`config.mk`:
```
export PLATFORM = sky130hd
export DESIGN_NAME = tempo_synced_audio_gate_top_flat
export DESIGN_NICKNAME = d
export VERILOG_FILES = /design/src/design/tsag_pkg.sv /design/src/design/tsag_if.sv /design/src/design/tsag_fifo.sv /design/src/design/tsag_front.sv /design/src/design/tsag_back.sv /design/src/design/tempo_synced_audio_gate_top.sv /design/src/flat_wrapper.sv
export SDC_FILE = /design/constraint.sdc
export NUM_CORES = 2
export LEC_CHECK = 0
export BUFFER_PORTS_ARGS = -buffer_cell sky130_fd_sc_hd__buf_2
export CORE_UTILIZATION = 50
export DETAILED_ROUTE_END_ITERATION = 8
export PLACE_DENSITY = 0.77
export SYNTH_ARGS = -nofsm -noshare
export SYNTH_HDL_FRONTEND = slang
export SYNTH_HIERARCHICAL = 1
export SYNTH_SLANG_ARGS = --single-unit
```
`constraint.sdc`:
```
create_clock -name clk -period 15.1 [get_ports clk]
set_input_delay 1.51 -clock clk [delete_from_list [all_inputs] [get_ports clk]]
set_output_delay 1.51 -clock clk [all_outputs]
set_load 0.01 [all_outputs]
```
`src/design/tsag_pkg.sv`:
```
// Types and constants shared by the tempo-synced audio gate.
package tsag_pkg;

	localparam int PERIOD_W    = 20;
	localparam int FADE_W      = 16;
	localparam int DEPTH_W     = 17;
	localparam int GAIN_W      = 17;
	localparam int QUOT_W      = 17;
	localparam int PROD_W      = DEPTH_W + FADE_W;
	localparam int CFG_INDEX_W = 2;
	localparam int CFG_DATA_W  = 20;
	localparam int REGION_W    = 2;

	localparam logic [GAIN_W-1:0]   GAIN_ONE     = 17'h10000;
	localparam logic [PERIOD_W-1:0] PERIOD_MIN   = 20'd2;
	localparam logic [PERIOD_W-1:0] PERIOD_RESET = 20'd5513;
	localparam logic [FADE_W-1:0]   FADE_MIN     = 16'd1;
	localparam logic [FADE_W-1:0]   FADE_RESET   = 16'd88;
	localparam logic [DEPTH_W-1:0]  DEPTH_RESET  = 17'd0;

	typedef logic [CFG_INDEX_W-1:0] cfg_index_t;

	localparam cfg_index_t REG_PERIOD = 2'd0;
	localparam cfg_index_t REG_FADE   = 2'd1;
	localparam cfg_index_t REG_DEPTH  = 2'd2;

	typedef enum logic [REGION_W-1:0] {
		REGION_RAMP_UP,
		REGION_OPEN,
		REGION_RAMP_DOWN,
		REGION_CLOSED
	} region_t;

	typedef struct packed {
		logic [PERIOD_W-1:0] period;
		logic [PERIOD_W-1:0] half;
		logic [FADE_W-1:0]   fade;
		logic [PERIOD_W-1:0] fade_end;
		logic [DEPTH_W-1:0]  depth;
		logic [GAIN_W-1:0]   off;
	} gate_cfg_t;

	typedef enum logic [2:0] {
		BK_IDLE,
		BK_SCALE,
		BK_DIVIDE,
		BK_GAIN,
		BK_MULTIPLY,
		BK_DELIVER
	} back_state_t;

endpackage

```
`src/design/tsag_if.sv`:
```
// Handshake interfaces for the sample, result and register write channels.
interface tsag_in_if #(parameter int SAMPLE_BITS = 24);
	logic                          valid;
	logic                          ready;
	logic signed [SAMPLE_BITS-1:0] sample_left;
	logic signed [SAMPLE_BITS-1:0] sample_right;

	modport source (output valid, output sample_left, output sample_right, input ready);
	modport sink (input valid, input sample_left, input sample_right, output ready);
endinterface

interface tsag_out_if #(parameter int SAMPLE_BITS = 24);
	logic                          valid;
	logic                          ready;
	logic signed [SAMPLE_BITS-1:0] gated_left;
	logic signed [SAMPLE_BITS-1:0] gated_right;

	modport source (output valid, output gated_left, output gated_right, input ready);
	modport sink (input valid, input gated_left, input gated_right, output ready);
endinterface

interface tsag_cfg_if;
	logic        valid;
	logic        ready;
	logic [1:0]  index;
	logic [19:0] data;

	modport source (output valid, output index, output data, input ready);
	modport sink (input valid, input index, input data, output ready);
endinterface

```
`src/design/tsag_fifo.sv`:
```
// Small register queue between the classifying front and the gain back end.
module tsag_fifo #(
	parameter int WIDTH = 66,
	parameter int DEPTH = 2
) (
	input  logic             clk,
	input  logic             arst_n,
	input  logic             push_valid,
	output logic             push_ready,
	input  logic [WIDTH-1:0] push_data,
	output logic             pop_valid,
	input  logic             pop_ready,
	output logic [WIDTH-1:0] pop_data
);

	localparam int PTR_W = $clog2(DEPTH);
	localparam int CNT_W = $clog2(DEPTH + 1);
	localparam logic [PTR_W-1:0] PTR_LAST = PTR_W'(DEPTH - 1);
	localparam logic [CNT_W-1:0] CNT_FULL = CNT_W'(DEPTH);

	logic [WIDTH-1:0] mem_q [DEPTH];
	logic [PTR_W-1:0] wr_ptr_q;
	logic [PTR_W-1:0] rd_ptr_q;
	logic [CNT_W-1:0] count_q;
	logic             do_push;
	logic             do_pop;

	assign push_ready = (count_q != CNT_FULL);
	assign pop_valid  = (count_q != '0);
	assign pop_data   = mem_q[rd_ptr_q];
	assign do_push    = push_valid && push_ready;
	assign do_pop     = pop_valid && pop_ready;

	always_ff @(posedge clk or negedge arst_n) begin
		if (!arst_n) begin
			wr_ptr_q <= '0;
			rd_ptr_q <= '0;
			count_q  <= '0;
		end else begin
			if (do_push) begin
				wr_ptr_q <= (wr_ptr_q == PTR_LAST) ? '0 : wr_ptr_q + 1'b1;
			end
			if (do_pop) begin
				rd_ptr_q <= (rd_ptr_q == PTR_LAST) ? '0 : rd_ptr_q + 1'b1;
			end
			if (do_push && !do_pop) begin
				count_q <= count_q + 1'b1;
			end else if (do_pop && !do_push) begin
				count_q <= count_q - 1'b1;
			end
		end
	end

	always_ff @(posedge clk) begin
		if (do_push) begin
			mem_q[wr_ptr_q] <= push_data;
		end
	end

endmodule

```
`src/design/tsag_front.sv`:
```
// Front end: accepts sample items, tracks the gate phase and classifies the gain region.
module tsag_front
	import tsag_pkg::*;
#(
	parameter int SAMPLE_BITS = 24,
	parameter int PHASE_BITS  = 20
) (
	input  logic                            clk,
	input  logic                            arst_n,
	tsag_in_if.sink                         samples,
	input  gate_cfg_t                       cfg,
	input  logic                            restart,
	output logic                            push_valid,
	input  logic                            push_ready,
	output logic [2*SAMPLE_BITS+REGION_W+FADE_W-1:0] push_data
);

	localparam int CW = (PHASE_BITS > PERIOD_W) ? PHASE_BITS : PERIOD_W;

	logic [PHASE_BITS-1:0] phase_q;
	logic [CW-1:0]         phase_ext;
	logic [CW-1:0]         phase_eff;
	logic [CW-1:0]         period_ext;
	logic [CW-1:0]         half_ext;
	logic [CW-1:0]         fade_ext;
	logic [CW-1:0]         fade_end_ext;
	logic [CW-1:0]         down_off;
	logic [CW:0]           phase_inc;
	logic [PHASE_BITS-1:0] phase_next;
	region_t               region;
	logic [FADE_W-1:0]     ramp_pos;
	logic                  accept;

	assign phase_ext    = CW'(phase_q);
	assign period_ext   = CW'(cfg.period);
	assign half_ext     = CW'(cfg.half);
	assign fade_ext     = CW'(cfg.fade);
	assign fade_end_ext = CW'(cfg.fade_end);
	assign phase_eff    = (phase_ext >= period_ext) ? '0 : phase_ext;
	assign down_off     = phase_eff - half_ext;
	assign phase_inc    = {1'b0, phase_eff} + 1'b1;
	assign phase_next   = (phase_inc >= {1'b0, period_ext}) ? '0 : phase_inc[PHASE_BITS-1:0];

	always_comb begin
		if (phase_eff < fade_ext) begin
			region = REGION_RAMP_UP;
		end else if (phase_eff < half_ext) begin
			region = REGION_OPEN;
		end else if (phase_eff < fade_end_ext) begin
			region = REGION_RAMP_DOWN;
		end else begin
			region = REGION_CLOSED;
		end
	end

	assign ramp_pos = (region == REGION_RAMP_UP) ? phase_eff[FADE_W-1:0] : down_off[FADE_W-1:0];

	assign samples.ready = push_ready;
	assign push_valid    = samples.valid;
	assign push_data     = {samples.sample_left, samples.sample_right, region, ramp_pos};
	assign accept        = samples.valid && push_ready;

	always_ff @(posedge clk or negedge arst_n) begin
		if (!arst_n) begin
			phase_q <= '0;
		end else if (restart) begin
			phase_q <= '0;
		end else if (accept) begin
			phase_q <= phase_next;
		end
	end

endmodule

```
`src/design/tsag_back.sv`:
```
// Back end: works out the gate gain, on the fade ramps with a serial divider, and scales both channels.
module tsag_back
	import tsag_pkg::*;
#(
	parameter int SAMPLE_BITS = 24
) (
	input  logic                                      clk,
	input  logic                                      arst_n,
	input  gate_cfg_t                                 cfg,
	input  logic                                      pop_valid,
	output logic                                      pop_ready,
	input  logic [2*SAMPLE_BITS+REGION_W+FADE_W-1:0] pop_data,
	tsag_out_if.source                                gated
);

	localparam int EW = 2 * SAMPLE_BITS + REGION_W + FADE_W;
	localparam int PW = SAMPLE_BITS + GAIN_W + 1;
	localparam int CNT_W = $clog2(QUOT_W);
	localparam logic [CNT_W-1:0] DIV_LAST = CNT_W'(QUOT_W - 1);
	localparam logic signed [PW-1:0] ROUND_HALF = PW'(32768);

	back_state_t                    state_q;
	back_state_t                    state_d;
	logic signed [SAMPLE_BITS-1:0]  left_q;
	logic signed [SAMPLE_BITS-1:0]  right_q;
	region_t                        region_q;
	logic [FADE_W-1:0]              pos_q;
	logic [FADE_W-1:0]              rem_q;
	logic [QUOT_W-1:0]              dq_q;
	logic [CNT_W-1:0]               cnt_q;
	logic [GAIN_W-1:0]              gain_q;
	logic signed [PW-1:0]           prod_l_q;
	logic signed [PW-1:0]           prod_r_q;
	logic signed [SAMPLE_BITS-1:0]  out_l_q;
	logic signed [SAMPLE_BITS-1:0]  out_r_q;
	logic                           out_valid_q;
	logic [PROD_W-1:0]              scaled;
	logic [FADE_W:0]                trial;
	logic [FADE_W:0]                trial_diff;
	logic                           trial_ge;
	logic signed [PW-1:0]           rnd_l;
	logic signed [PW-1:0]           rnd_r;
	logic                           load_out;
	logic                           is_ramp;

	function automatic logic [SAMPLE_BITS-1:0] saturate(input logic [SAMPLE_BITS+1:0] v);
		logic [2:0] top;
		top = v[SAMPLE_BITS+1:SAMPLE_BITS-1];
		if (top == 3'b000 || top == 3'b111) begin
			return v[SAMPLE_BITS-1:0];
		end else if (v[SAMPLE_BITS+1]) begin
			return {1'b1, {(SAMPLE_BITS-1){1'b0}}};
		end else begin
			return {1'b0, {(SAMPLE_BITS-1){1'b1}}};
		end
	endfunction

	assign scaled     = PROD_W'(cfg.depth) * PROD_W'(pos_q);
	assign trial      = {rem_q, dq_q[QUOT_W-1]};
	assign trial_diff = trial - {1'b0, cfg.fade};
	assign trial_ge   = (trial >= {1'b0, cfg.fade});
	assign rnd_l      = prod_l_q + ROUND_HALF;
	assign rnd_r      = prod_r_q + ROUND_HALF;
	assign load_out   = (state_q == BK_DELIVER) && (!out_valid_q || gated.ready);
	assign is_ramp    = (region_q == REGION_RAMP_UP) || (region_q == REGION_RAMP_DOWN);

	assign gated.valid       = out_valid_q;
	assign gated.gated_left  = out_l_q;
	assign gated.gated_right = out_r_q;

	always_ff @(posedge clk or negedge arst_n) begin
		if (!arst_n) begin
			state_q <= BK_IDLE;
		end else begin
			state_q <= state_d;
		end
	end

	always_comb begin
		state_d   = state_q;
		pop_ready = 1'b0;
		case (state_q)
			BK_IDLE: begin
				pop_ready = 1'b1;
				if (pop_valid) begin
					state_d = BK_SCALE;
				end
			end
			BK_SCALE: begin
				state_d = is_ramp ? BK_DIVIDE : BK_MULTIPLY;
			end
			BK_DIVIDE: begin
				if (cnt_q == DIV_LAST) begin
					state_d = BK_GAIN;
				end
			end
			BK_GAIN: begin
				state_d = BK_MULTIPLY;
			end
			BK_MULTIPLY: begin
				state_d = BK_DELIVER;
			end
			BK_DELIVER: begin
				if (load_out) begin
					state_d = BK_IDLE;
				end
			end
			default: begin
				state_d = BK_IDLE;
			end
		endcase
	end

	always_ff @(posedge clk or negedge arst_n) begin
		if (!arst_n) begin
			cnt_q       <= '0;
			out_valid_q <= 1'b0;
		end else begin
			if (state_q == BK_DIVIDE) begin
				cnt_q <= cnt_q + 1'b1;
			end else begin
				cnt_q <= '0;
			end
			if (load_out) begin
				out_valid_q <= 1'b1;
			end else if (gated.ready) begin
				out_valid_q <= 1'b0;
			end
		end
	end

	always_ff @(posedge clk) begin
		if (state_q == BK_IDLE && pop_valid) begin
			left_q   <= pop_data[EW-1 -: SAMPLE_BITS];
			right_q  <= pop_data[EW-1-SAMPLE_BITS -: SAMPLE_BITS];
			region_q <= region_t'(pop_data[FADE_W+REGION_W-1:FADE_W]);
			pos_q    <= pop_data[FADE_W-1:0];
		end
		if (state_q == BK_SCALE) begin
			rem_q <= scaled[PROD_W-1:QUOT_W];
			dq_q  <= scaled[QUOT_W-1:0];
			case (region_q)
				REGION_OPEN: begin
					gain_q <= GAIN_ONE;
				end
				REGION_CLOSED: begin
					gain_q <= cfg.off;
				end
				default: begin
					gain_q <= gain_q;
				end
			endcase
		end
		if (state_q == BK_DIVIDE) begin
			rem_q <= trial_ge ? trial_diff[FADE_W-1:0] : trial[FADE_W-1:0];
			dq_q  <= {dq_q[QUOT_W-2:0], trial_ge};
		end
		if (state_q == BK_GAIN) begin
			if (region_q == REGION_RAMP_UP) begin
				gain_q <= cfg.off + dq_q;
			end else begin
				gain_q <= GAIN_ONE - dq_q;
			end
		end
		if (state_q == BK_MULTIPLY) begin
			prod_l_q <= PW'(left_q) * PW'($signed({1'b0, gain_q}));
			prod_r_q <= PW'(right_q) * PW'($signed({1'b0, gain_q}));
		end
		if (load_out) begin
			out_l_q <= saturate(rnd_l[PW-1:16]);
			out_r_q <= saturate(rnd_r[PW-1:16]);
		end
	end

`ifndef NO_ASSERTIONS
	a_gain_in_range: assert property (@(posedge clk) disable iff (!arst_n)
		(state_q == BK_MULTIPLY) |-> (gain_q <= GAIN_ONE))
		else $error("gate gain above unity");

	a_rem_below_divisor: assert property (@(posedge clk) disable iff (!arst_n)
		(state_q == BK_DIVIDE) |-> ({1'b0, rem_q} < {1'b0, cfg.fade}))
		else $error("divider remainder not below the fade length");

	a_pop_starts_work: assert property (@(posedge clk) disable iff (!arst_n)
		(pop_valid && pop_ready) |=> (state_q == BK_SCALE))
		else $error("item taken from the queue without starting work");

	a_divide_ends: assert property (@(posedge clk) disable iff (!arst_n)
		(state_q == BK_DIVIDE && cnt_q == DIV_LAST) |=> (state_q == BK_GAIN))
		else $error("divider ran past its last step");
`endif

endmodule

```
`src/design/tempo_synced_audio_gate_top.sv`:
```
// Top level of the tempo-synced stereo audio gate.
//
// Channel   Direction  Carries
// cfg       in         register index and write data, always ready
// samples   in         sample_left, sample_right
// gated     out        gated_left, gated_right
//
// An item in the open or closed half passes through the scale, multiply and deliver states of
// the back end; an item on a fade ramp also passes through the 17-step serial divider and the gain state.
// The front end hands an item on to the queue whenever the queue has room.
// The result register lets the next item start while a result waits to be taken.
// Reset restores the register defaults and clears the phase; writing the period also
// restarts the phase.
module tempo_synced_audio_gate_top
	import tsag_pkg::*;
#(
	parameter int SAMPLE_BITS = 24,
	parameter int PHASE_BITS  = 20,
	parameter int QUEUE_DEPTH = 2
) (
	input  logic       clk,
	input  logic       arst_n,
	tsag_cfg_if.sink   cfg,
	tsag_in_if.sink    samples,
	tsag_out_if.source gated
);

	localparam int EW = 2 * SAMPLE_BITS + REGION_W + FADE_W;

	logic [PERIOD_W-1:0] period_q;
	logic [FADE_W-1:0]   fade_q;
	logic [DEPTH_W-1:0]  depth_q;
	logic [PERIOD_W-1:0] period_eff;
	logic [PERIOD_W-1:0] half;
	logic [FADE_W-1:0]   fade_min;
	logic [FADE_W-1:0]   fade_eff;
	logic [DEPTH_W-1:0]  depth_eff;
	gate_cfg_t           gate_cfg;
	logic                cfg_write;
	logic                restart;
	logic                push_valid;
	logic                push_ready;
	logic [EW-1:0]       push_data;
	logic                pop_valid;
	logic                pop_ready;
	logic [EW-1:0]       pop_data;

	assign cfg.ready = 1'b1;
	assign cfg_write = cfg.valid && cfg.ready;
	assign restart   = cfg_write && (cfg.index == REG_PERIOD);

	always_ff @(posedge clk or negedge arst_n) begin
		if (!arst_n) begin
			period_q <= PERIOD_RESET;
			fade_q   <= FADE_RESET;
			depth_q  <= DEPTH_RESET;
		end else if (cfg_write) begin
			case (cfg.index)
				REG_PERIOD: begin
					period_q <= cfg.data[PERIOD_W-1:0];
				end
				REG_FADE: begin
					fade_q <= cfg.data[FADE_W-1:0];
				end
				REG_DEPTH: begin
					depth_q <= cfg.data[DEPTH_W-1:0];
				end
				default: begin
					period_q <= period_q;
				end
			endcase
		end
	end

	assign period_eff = (period_q < PERIOD_MIN) ? PERIOD_MIN : period_q;
	assign half       = {1'b0, period_eff[PERIOD_W-1:1]};
	assign fade_min   = (fade_q < FADE_MIN) ? FADE_MIN : fade_q;
	assign fade_eff   = (PERIOD_W'(fade_min) > half) ? half[FADE_W-1:0] : fade_min;
	assign depth_eff  = (depth_q > GAIN_ONE) ? GAIN_ONE : depth_q;

	assign gate_cfg.period   = period_eff;
	assign gate_cfg.half     = half;
	assign gate_cfg.fade     = fade_eff;
	assign gate_cfg.fade_end = half + PERIOD_W'(fade_eff);
	assign gate_cfg.depth    = depth_eff;
	assign gate_cfg.off      = GAIN_ONE - depth_eff;

	tsag_front #(
		.SAMPLE_BITS (SAMPLE_BITS),
		.PHASE_BITS  (PHASE_BITS)
	) u_front (
		.clk        (clk),
		.arst_n     (arst_n),
		.samples    (samples),
		.cfg        (gate_cfg),
		.restart    (restart),
		.push_valid (push_valid),
		.push_ready (push_ready),
		.push_data  (push_data)
	);

	tsag_fifo #(
		.WIDTH (EW),
		.DEPTH (QUEUE_DEPTH)
	) u_fifo (
		.clk        (clk),
		.arst_n     (arst_n),
		.push_valid (push_valid),
		.push_ready (push_ready),
		.push_data  (push_data),
		.pop_valid  (pop_valid),
		.pop_ready  (pop_ready),
		.pop_data   (pop_data)
	);

	tsag_back #(
		.SAMPLE_BITS (SAMPLE_BITS)
	) u_back (
		.clk       (clk),
		.arst_n    (arst_n),
		.cfg       (gate_cfg),
		.pop_valid (pop_valid),
		.pop_ready (pop_ready),
		.pop_data  (pop_data),
		.gated     (gated)
	);

endmodule

```
`src/flat_wrapper.sv`:
```
// flat-port wrapper written by rule: the top's interface ports become plain ports
module tempo_synced_audio_gate_top_flat import tsag_pkg::*;
#(
	parameter int SAMPLE_BITS = 24,
	parameter int PHASE_BITS  = 20,
	parameter int QUEUE_DEPTH = 2
)
  (clk, arst_n, cfg_valid, cfg_index, cfg_data, cfg_ready, samples_valid, samples_sample_left, samples_sample_right, samples_ready, gated_valid, gated_gated_left, gated_gated_right, gated_ready);
  tsag_cfg_if cfg_i ();
  tsag_in_if #(.SAMPLE_BITS(SAMPLE_BITS)) samples_i ();
  tsag_out_if #(.SAMPLE_BITS(SAMPLE_BITS)) gated_i ();
  input  logic clk;
  input  logic arst_n;
  input wire logic [$bits(cfg_i.valid)-1:0] cfg_valid;
  input wire logic [$bits(cfg_i.index)-1:0] cfg_index;
  input wire logic [$bits(cfg_i.data)-1:0] cfg_data;
  output wire logic [$bits(cfg_i.ready)-1:0] cfg_ready;
  input wire logic [$bits(samples_i.valid)-1:0] samples_valid;
  input wire logic [$bits(samples_i.sample_left)-1:0] samples_sample_left;
  input wire logic [$bits(samples_i.sample_right)-1:0] samples_sample_right;
  output wire logic [$bits(samples_i.ready)-1:0] samples_ready;
  output wire logic [$bits(gated_i.valid)-1:0] gated_valid;
  output wire logic [$bits(gated_i.gated_left)-1:0] gated_gated_left;
  output wire logic [$bits(gated_i.gated_right)-1:0] gated_gated_right;
  input wire logic [$bits(gated_i.ready)-1:0] gated_ready;
  assign cfg_i.valid = cfg_valid;
  assign cfg_i.index = cfg_index;
  assign cfg_i.data = cfg_data;
  assign cfg_ready = cfg_i.ready;
  assign samples_i.valid = samples_valid;
  assign samples_i.sample_left = samples_sample_left;
  assign samples_i.sample_right = samples_sample_right;
  assign samples_ready = samples_i.ready;
  assign gated_valid = gated_i.valid;
  assign gated_gated_left = gated_i.gated_left;
  assign gated_gated_right = gated_i.gated_right;
  assign gated_i.ready = gated_ready;
  tempo_synced_audio_gate_top #(.SAMPLE_BITS(SAMPLE_BITS), .PHASE_BITS(PHASE_BITS), .QUEUE_DEPTH(QUEUE_DEPTH)) u_core (.clk(clk), .arst_n(arst_n), .cfg(cfg_i), .samples(samples_i), .gated(gated_i));
endmodule
```
# --- After elaboration in Yosys (flattened, before gate mapping) ---
# Memory sizes are Yosys's and may differ from the RTL's. A register that Yosys moved wholly into a read port is not among the register bits.
# Cells that the tools add are included.
totals:
  ff_bits: 268
  ramBits: 132
  output_inout_bits: 51
  mem_count: 1
classes:
  n_addsub: 14
  n_mul: 3
  order_cmp: 10
  eq_ne: 17
  muxes: 40
  reduce_logical: 32
memory_table:
  columns: ["name", "depth", "word_bits", "rd", "rd_ports_with_merged_regs", "write_ports", "line_no", "text"]
  rows:
  - ["u_core.u_fifo.mem_q", 2, 66, 1, 1, 1, "tsag_fifo.sv:21", "logic [WIDTH-1:0] mem_q [DEPTH];"]
op_table:
  columns: ["op", "n"]
  rows:
  - ["$mux W17", 6]
  - ["$mux W20", 5]
  - ["$mux W16", 6]
  - ["$mux W24", 4]
  - ["$add A42 B17 Y42 const B", 2]
  - ["$mul A24 B18 Y42", 2]
  - ["$pmux W17 S2", 1]
  - ["$sub A17 B17 Y17 const A", 2]
  - ["$mul A17 B16 Y33", 1]
  - ["$sub A16 B16 Y16", 2]
  - ["$add A20 B1 Y21 const B", 1]
  - ["$ge A21 B20 Y1", 1]
  - ["$add A19 B16 Y20", 1]
  - ["$ge A20 B20 Y1", 1]
  - ["$lt A20 B16 Y1", 1]
  - ["$lt A20 B19 Y1", 1]
  - ["$lt A20 B2 Y1 const B", 1]
  - ["$lt A20 B20 Y1", 1]
  - ["$gt A16 B19 Y1", 1]
  - ["$pmux W3 S6", 1]
  - ["$add A17 B17 Y17", 1]
  - ["$ge A17 B16 Y1", 1]
  - ["$gt A17 B17 Y1 const B", 1]
  - ["$lt A16 B1 Y1 const B", 1]
  - ["24 further kinds", 71]

# --- Logic depth before layout (Yosys ltp) ---
depth:
  word_depth: 11
  mapped_depth: 37

# --- Cells and area by module ---
# The synthesis kept the hierarchy.
modules_own_cells:
  columns: ["mod", "n_inst", "cells_per_inst", "area_per_inst_um2"]
  rows:
  - ["tsag_back", 1, 5040, 47762.1]
  - ["tsag_fifo", 1, 223, 5069.9]
  - ["tsag_front", 1, 582, 4536.9]
  - ["tempo_synced_audio_gate_top", 1, 457, 4115.2]

# --- Least setup slack after synthesis ---
# Ideal clock, no wire load.
synth_path:
  path_type: "register to register"
  startpoint: "register u_core.depth_q[2]"
  endpoint: "register u_core.u_back.rem_q[14] (data pin)"
  t_arrival_ns: 7.713
  slack_ns: 7.119
  path_stages_with_launch: 30
  synth_period_minus_slack_ns: 7.981
  path_cell_list: "dfrtp_1 or4_4 nor4_4 nand2_2 or4_4 o21ai_1 and2_1 clkbuf_1 nand2_1 fa_1 fa_1 fa_1 fa_1 inv_1 fa_1 inv_1 fa_1 inv_1 ha_1 a21o_1 a21o_1 a221oi_2 o211a_1 o21ai_2 a31oi_2 nor2b_1 o21a_1 o41a_1 xnor2_1 mux2i_1"
synth_between:
  elab_chain_len: 5
synth_lines:
  columns: ["item", "line_no", "text"]
  rows:
  - ["start: declaration", "tempo_synced_audio_gate_top.sv:32", "logic [DEPTH_W-1:0] depth_q;"]
  - ["start signal: assignment", "tempo_synced_audio_gate_top.sv:66", "depth_q <= cfg.data[DEPTH_W-1:0];"]
  - ["$gt A17 B17 Y1", "tempo_synced_audio_gate_top.sv:79", "assign depth_eff = (depth_q > GAIN_ONE) ? GAIN_ONE : depth_q;"]
  - ["$mux W17", "tempo_synced_audio_gate_top.sv:79", null]
  - ["named net u_core.depth_eff[7]", "tempo_synced_audio_gate_top.sv:37", "logic [DEPTH_W-1:0] depth_eff;"]
  - ["$mul A17 B16 Y33", "tsag_back.sv:58", "assign scaled = PROD_W'(cfg.depth) * PROD_W'(pos_q);"]
  - ["$mux W16", "tsag_back.sv:139", "if (state_q == BK_SCALE) begin"]
  - ["$mux W16", "tsag_back.sv:154", "if (state_q == BK_DIVIDE) begin"]
  - ["end signal: assignment", "tsag_back.sv:140", "rem_q <= scaled[PROD_W-1:QUOT_W];"]
  - ["end signal: assignment", "tsag_back.sv:155", "rem_q <= trial_ge ? trial_diff[FADE_W-1:0] : trial[FADE_W-1:0];"]
  - ["end: declaration", "tsag_back.sv:28", "logic [FADE_W-1:0] rem_q;"]
# The timed path passes the listed nets, and every way through them passes these cells. The select of a mux whose other input is x is not followed.
# A chain may end at the register's enable or synchronous reset.

# --- Worst setup path in the final report ---
# Ends and elaborated chain as after synthesis.

==> impl_results.md <==
- Post-synthesis compound-gate area fraction: 6.54%
- Antenna fix cells: 0
- Clock slew at reported path FFs: approximately 0.06 ns
- Worst setup path class: register to register
- Setup slack, reg-to-reg: 6.29 ns
- Synth Area in XOR/XNOR: approximately 3.3%
- Clock Tree Root: clkbuf_16
- Critical path's top delay family: adder cells
- Multi-input gate area: 0.0426 mm^2
- First-pass GRT wire length: 244 mm
- Run status: finished, final reports clean
- Post-CTS Setup Inserts: 0
- Synth warnings: 6
- Fill cells: between 10000 and 15000
- H-tree levels: 2
- Min cycle time layout: between 8 and 9 ns
- Detailed Place HPWL: 112 mm
- Top Ports: around 130
- Worst Clk Skew: 0.0572 ns
- Drt first pass iters: 5
- CORE AREA: 0.122 mm^2
- Cell repeated most along the worst path: fa_1
- Period utilisation layout: 58.4%
- Syn nets: 7856
- Worst path max stage delay: 0.66 ns
- Max cap viols: 0
- # resized after CTS: 0
- Layout cells sized above 1: 7.22%
- Clock sinks: approximately 440
- Crit path capture type: register
- # rows: roughly 130
- CTS Buf Count: 52
- Simple-gate portion of the synthesized area: ~14%
- Hold WC Path Type: register to register
- Syn_area_per_cell: 9.76 um^2
- Post-CTS Hold Fix Bufs: 0
- Final WL: roughly 150 mm
- Synth unique cells: 95
- Synth Instances: ~6300
- Mux share of post-synthesis cell area: under 10%
- WL per Instance: 19.0 um
- Vias in the first global route: 46300
- Clk_lat worst skew: 0.67 ns
- Die area: 0.124 mm^2
- Fin. Hold Viols: 0
- Max clock buf depth: 3
- NumNets Final: roughly 7800
- Routed via count: roughly 43000
- DR iter-0 viols: 3115
- Sequential fraction of the synthesis area: 20.6%
- Crit Path Max Fanout: 16
- Main combinational cell family by area after synthesis: adder cells
- Overflow after GRT: 0
- Die height: 353 um
- CP startpoint kind: register
- Remaining routing DRC violations: 0
- Sum of negative setup slack: 0 ns
- DR vias/cell: 5.51
- # setup viols final: 0
- Post-Syn Area: between 0.06 and 0.07 mm^2
- Most common flop cell mapped by yosys: edfxtp_1
- EDFF count, synth: 350
- RSZ-0062 raised after global routing: false
- CTS tree: built
- Register area: 0.0127 mm^2
- Detail Route Antenna Nets: 0
- Bufs and invs on worst path: 4
- Largest net degree at the start of global routing: 64
- Max-slew violations: 0
- CP max stage cell: and2_1
- IO Port Bufs: 124
- Initial Utilization: 50.4%
- GRT Util Overall: 24.6%
- Synthesized flop and latch total: 436
- Crit path DAT: 9.21 ns
- Slew HR: 20.7%
- Adder-cell share of the synthesized area: 42.4%
- Post-synth ARST share: 19.7%
- CP required: 15.50 ns
- Initial antenna violation count: 7
- Area growth, synth to finish: 5.54%
- RD Place Congestion: about 0.93
- Die span in x: 353 um
- Peak Freq: 113 MHz
- Worst Tran Pin Value: 1.19 ns
[sequential cells by signal, indices dropped and copies added (netlist names), 20 cells and up]
signal,count
u_core/period_q,20
u_core/u_back/prod_l_q,27
u_core/u_back/prod_r_q,27
u_core/u_front/phase_ext,20
u_core/u_back/right_q,24
u_core/u_back/gated.gated_left,24
u_core/u_back/gated.gated_right,24
u_core/u_fifo/mem_q,132
u_core/u_back/left_q,24
[synthesized netlist by cell type, types with 5 or more instances]
| master | count | area [um^2] |
|---|---|---|
| a2111oi_0 | 5 | 43.8 |
| a211oi_1 | 16 | 120 |
| a21o_1 | 59 | 443 |
| a21oi_1 | 162 | 811 |
| a22o_1 | 29 | 254 |
| a22oi_1 | 7 | 52.6 |
| a31oi_1 | 21 | 131 |
| a41oi_1 | 7 | 61.3 |
| and2_1 | 477 | 2980 |
| and3_1 | 30 | 188 |
| and4_1 | 12 | 105 |
| buf_2 | 9 | 45.0 |
| buf_4 | 52 | 390 |
| buf_6 | 7 | 78.8 |
| clkbuf_1 | 245 | 920 |
| dfrtp_1 | 77 | 1930 |
| dfstp_2 | 9 | 236 |
| edfxtp_1 | 350 | 10500 |
| fa_1 | 1010 | 20200 |
| ha_1 | 469 | 5870 |
| inv_1 | 1288 | 4830 |
| mux2_2 | 97 | 1090 |
| mux2_4 | 31 | 465 |
| mux2i_1 | 13 | 130 |
| nand2_1 | 811 | 3040 |
| nand2b_1 | 30 | 188 |
| nand3_1 | 65 | 325 |
| nand3b_1 | 6 | 45.0 |
| nand4_1 | 36 | 225 |
| nor2_1 | 163 | 612 |
| nor2b_1 | 55 | 344 |
| nor3_1 | 36 | 180 |
| nor4_1 | 27 | 169 |
| o211ai_1 | 10 | 75.1 |
| o21a_1 | 30 | 225 |
| o21ai_0 | 176 | 881 |
| o21ai_1 | 11 | 55.1 |
| o21bai_1 | 13 | 97.6 |
| o31ai_1 | 5 | 37.5 |
| or2_2 | 10 | 62.6 |
| or3_1 | 5 | 31.3 |
| xnor2_1 | 139 | 1220 |
| xor2_1 | 91 | 797 |
[through the flow]
step	utilization [%]	std cells	setup WS (ns)	hold slack (ns)	cell area, um^2
2_1_floorplan	-	6302	7.12	0.455	61500
3_3_place_gp	51.8	7776	6.50	0.476	63100
3_5_place_dp	51.8	7776	6.34	0.479	63100
4_1_cts	53.2	7873	6.32	0.487	64900
5_1_grt	53.2	7873	5.86	0.503	64900
6_report	53.2	7873	6.29	0.481	64900
[worst register-to-register path: cells and delay by family, from the launching register on]
family	cells	cell delay, ns
XOR/XNOR	1	0.16
adder cells (fa/ha/maj)	7	3.24
AND/OR/NAND/NOR	7	2.48
buffers and inverters	4	0.24
AO/OA/AOI/OAI	9	1.90
flip-flops	1	0.43
multiplexers	1	0.09
[logic make-up (layout without fill, tap and decap cells)]
kind of cell             after synthesis  count (layout)
buffers and inverters               1606            1552
adder cells (fa/ha/maj)             1479            1479
XOR/XNOR                             230             230
other                                  2               2
flip-flops                           436             436
AO/OA/AOI/OAI                        623             623
AND/OR/NAND/NOR                     1785            1785
multiplexers                         141             141
[worst paths after layout]
check,start,endpoint,cells past startpoint
max in group asynchronous,arst_n,u_core/fade_q[8]$_DFFE_PN0P_,2
hold reg to reg,u_core/u_back/cnt_q[0]$_DFF_PN0_,u_core/u_back/cnt_q[0]$_DFF_PN0_,1
setup reg to reg,u_core/depth_q[2]$_DFFE_PN0P_,u_core/u_back/rem_q[14]$_DFFE_PP_,29
setup / recovery,u_core/depth_q[2]$_DFFE_PN0P_,u_core/u_back/rem_q[14]$_DFFE_PP_,29
min in group asynchronous,arst_n,u_core/u_fifo/rd_ptr_q$_DFFE_PN0P_,1
hold / removal,u_core/u_back/cnt_q[0]$_DFF_PN0_,u_core/u_back/cnt_q[0]$_DFF_PN0_,1
[layout make-up]
| cell class | count | area share, % |
|---|---|---|
| Sequential cell | 436 | 19.5 |
| Timing Repair Buffer | 166 | 1.45 |
| Clock buffer | 69 | 2.27 |
| Inverter | 1289 | 7.46 |
| Tap cell | 1625 | 3.13 |
| Multi-Input combinational cell | 4260 | 65.6 |
| Clock inverter | 28 | 0.532 |
[placed cells by master (no fill, tap or decap), drive strengths merged, types with 12 or more instances in the layout]
cell and count:
clkbuf 69, and4 12, fa 1010, nand2b 30
inv 1292, edfxtp 350, a21oi 165, mux2i 13
xnor2 139, mux2 128, nor4 28, o21bai 13
o21ai 191, a21o 61, nand4 36, and3 30
nand2 812, nor2b 55, o21a 31, nand3 66
ha 469, dfrtp 77, a31oi 23, a22o 29
and2 478, buf 166, a211oi 16, nor2 165
xor2 91, clkinv 16, nor3 38
[metal layers]
layer,GRT usage (%),vias up,wire [um]
met5,0,-,57
met4,9.12,10,5950
met3,3.97,380,11100
met2,41.5,1643,72500
met1,31.7,21900,59600
li1,-,19400,-
Power is left out: the tool's default activity adds up to more than one toggle a clock period on the data nets, which glitch-free logic cannot reach.
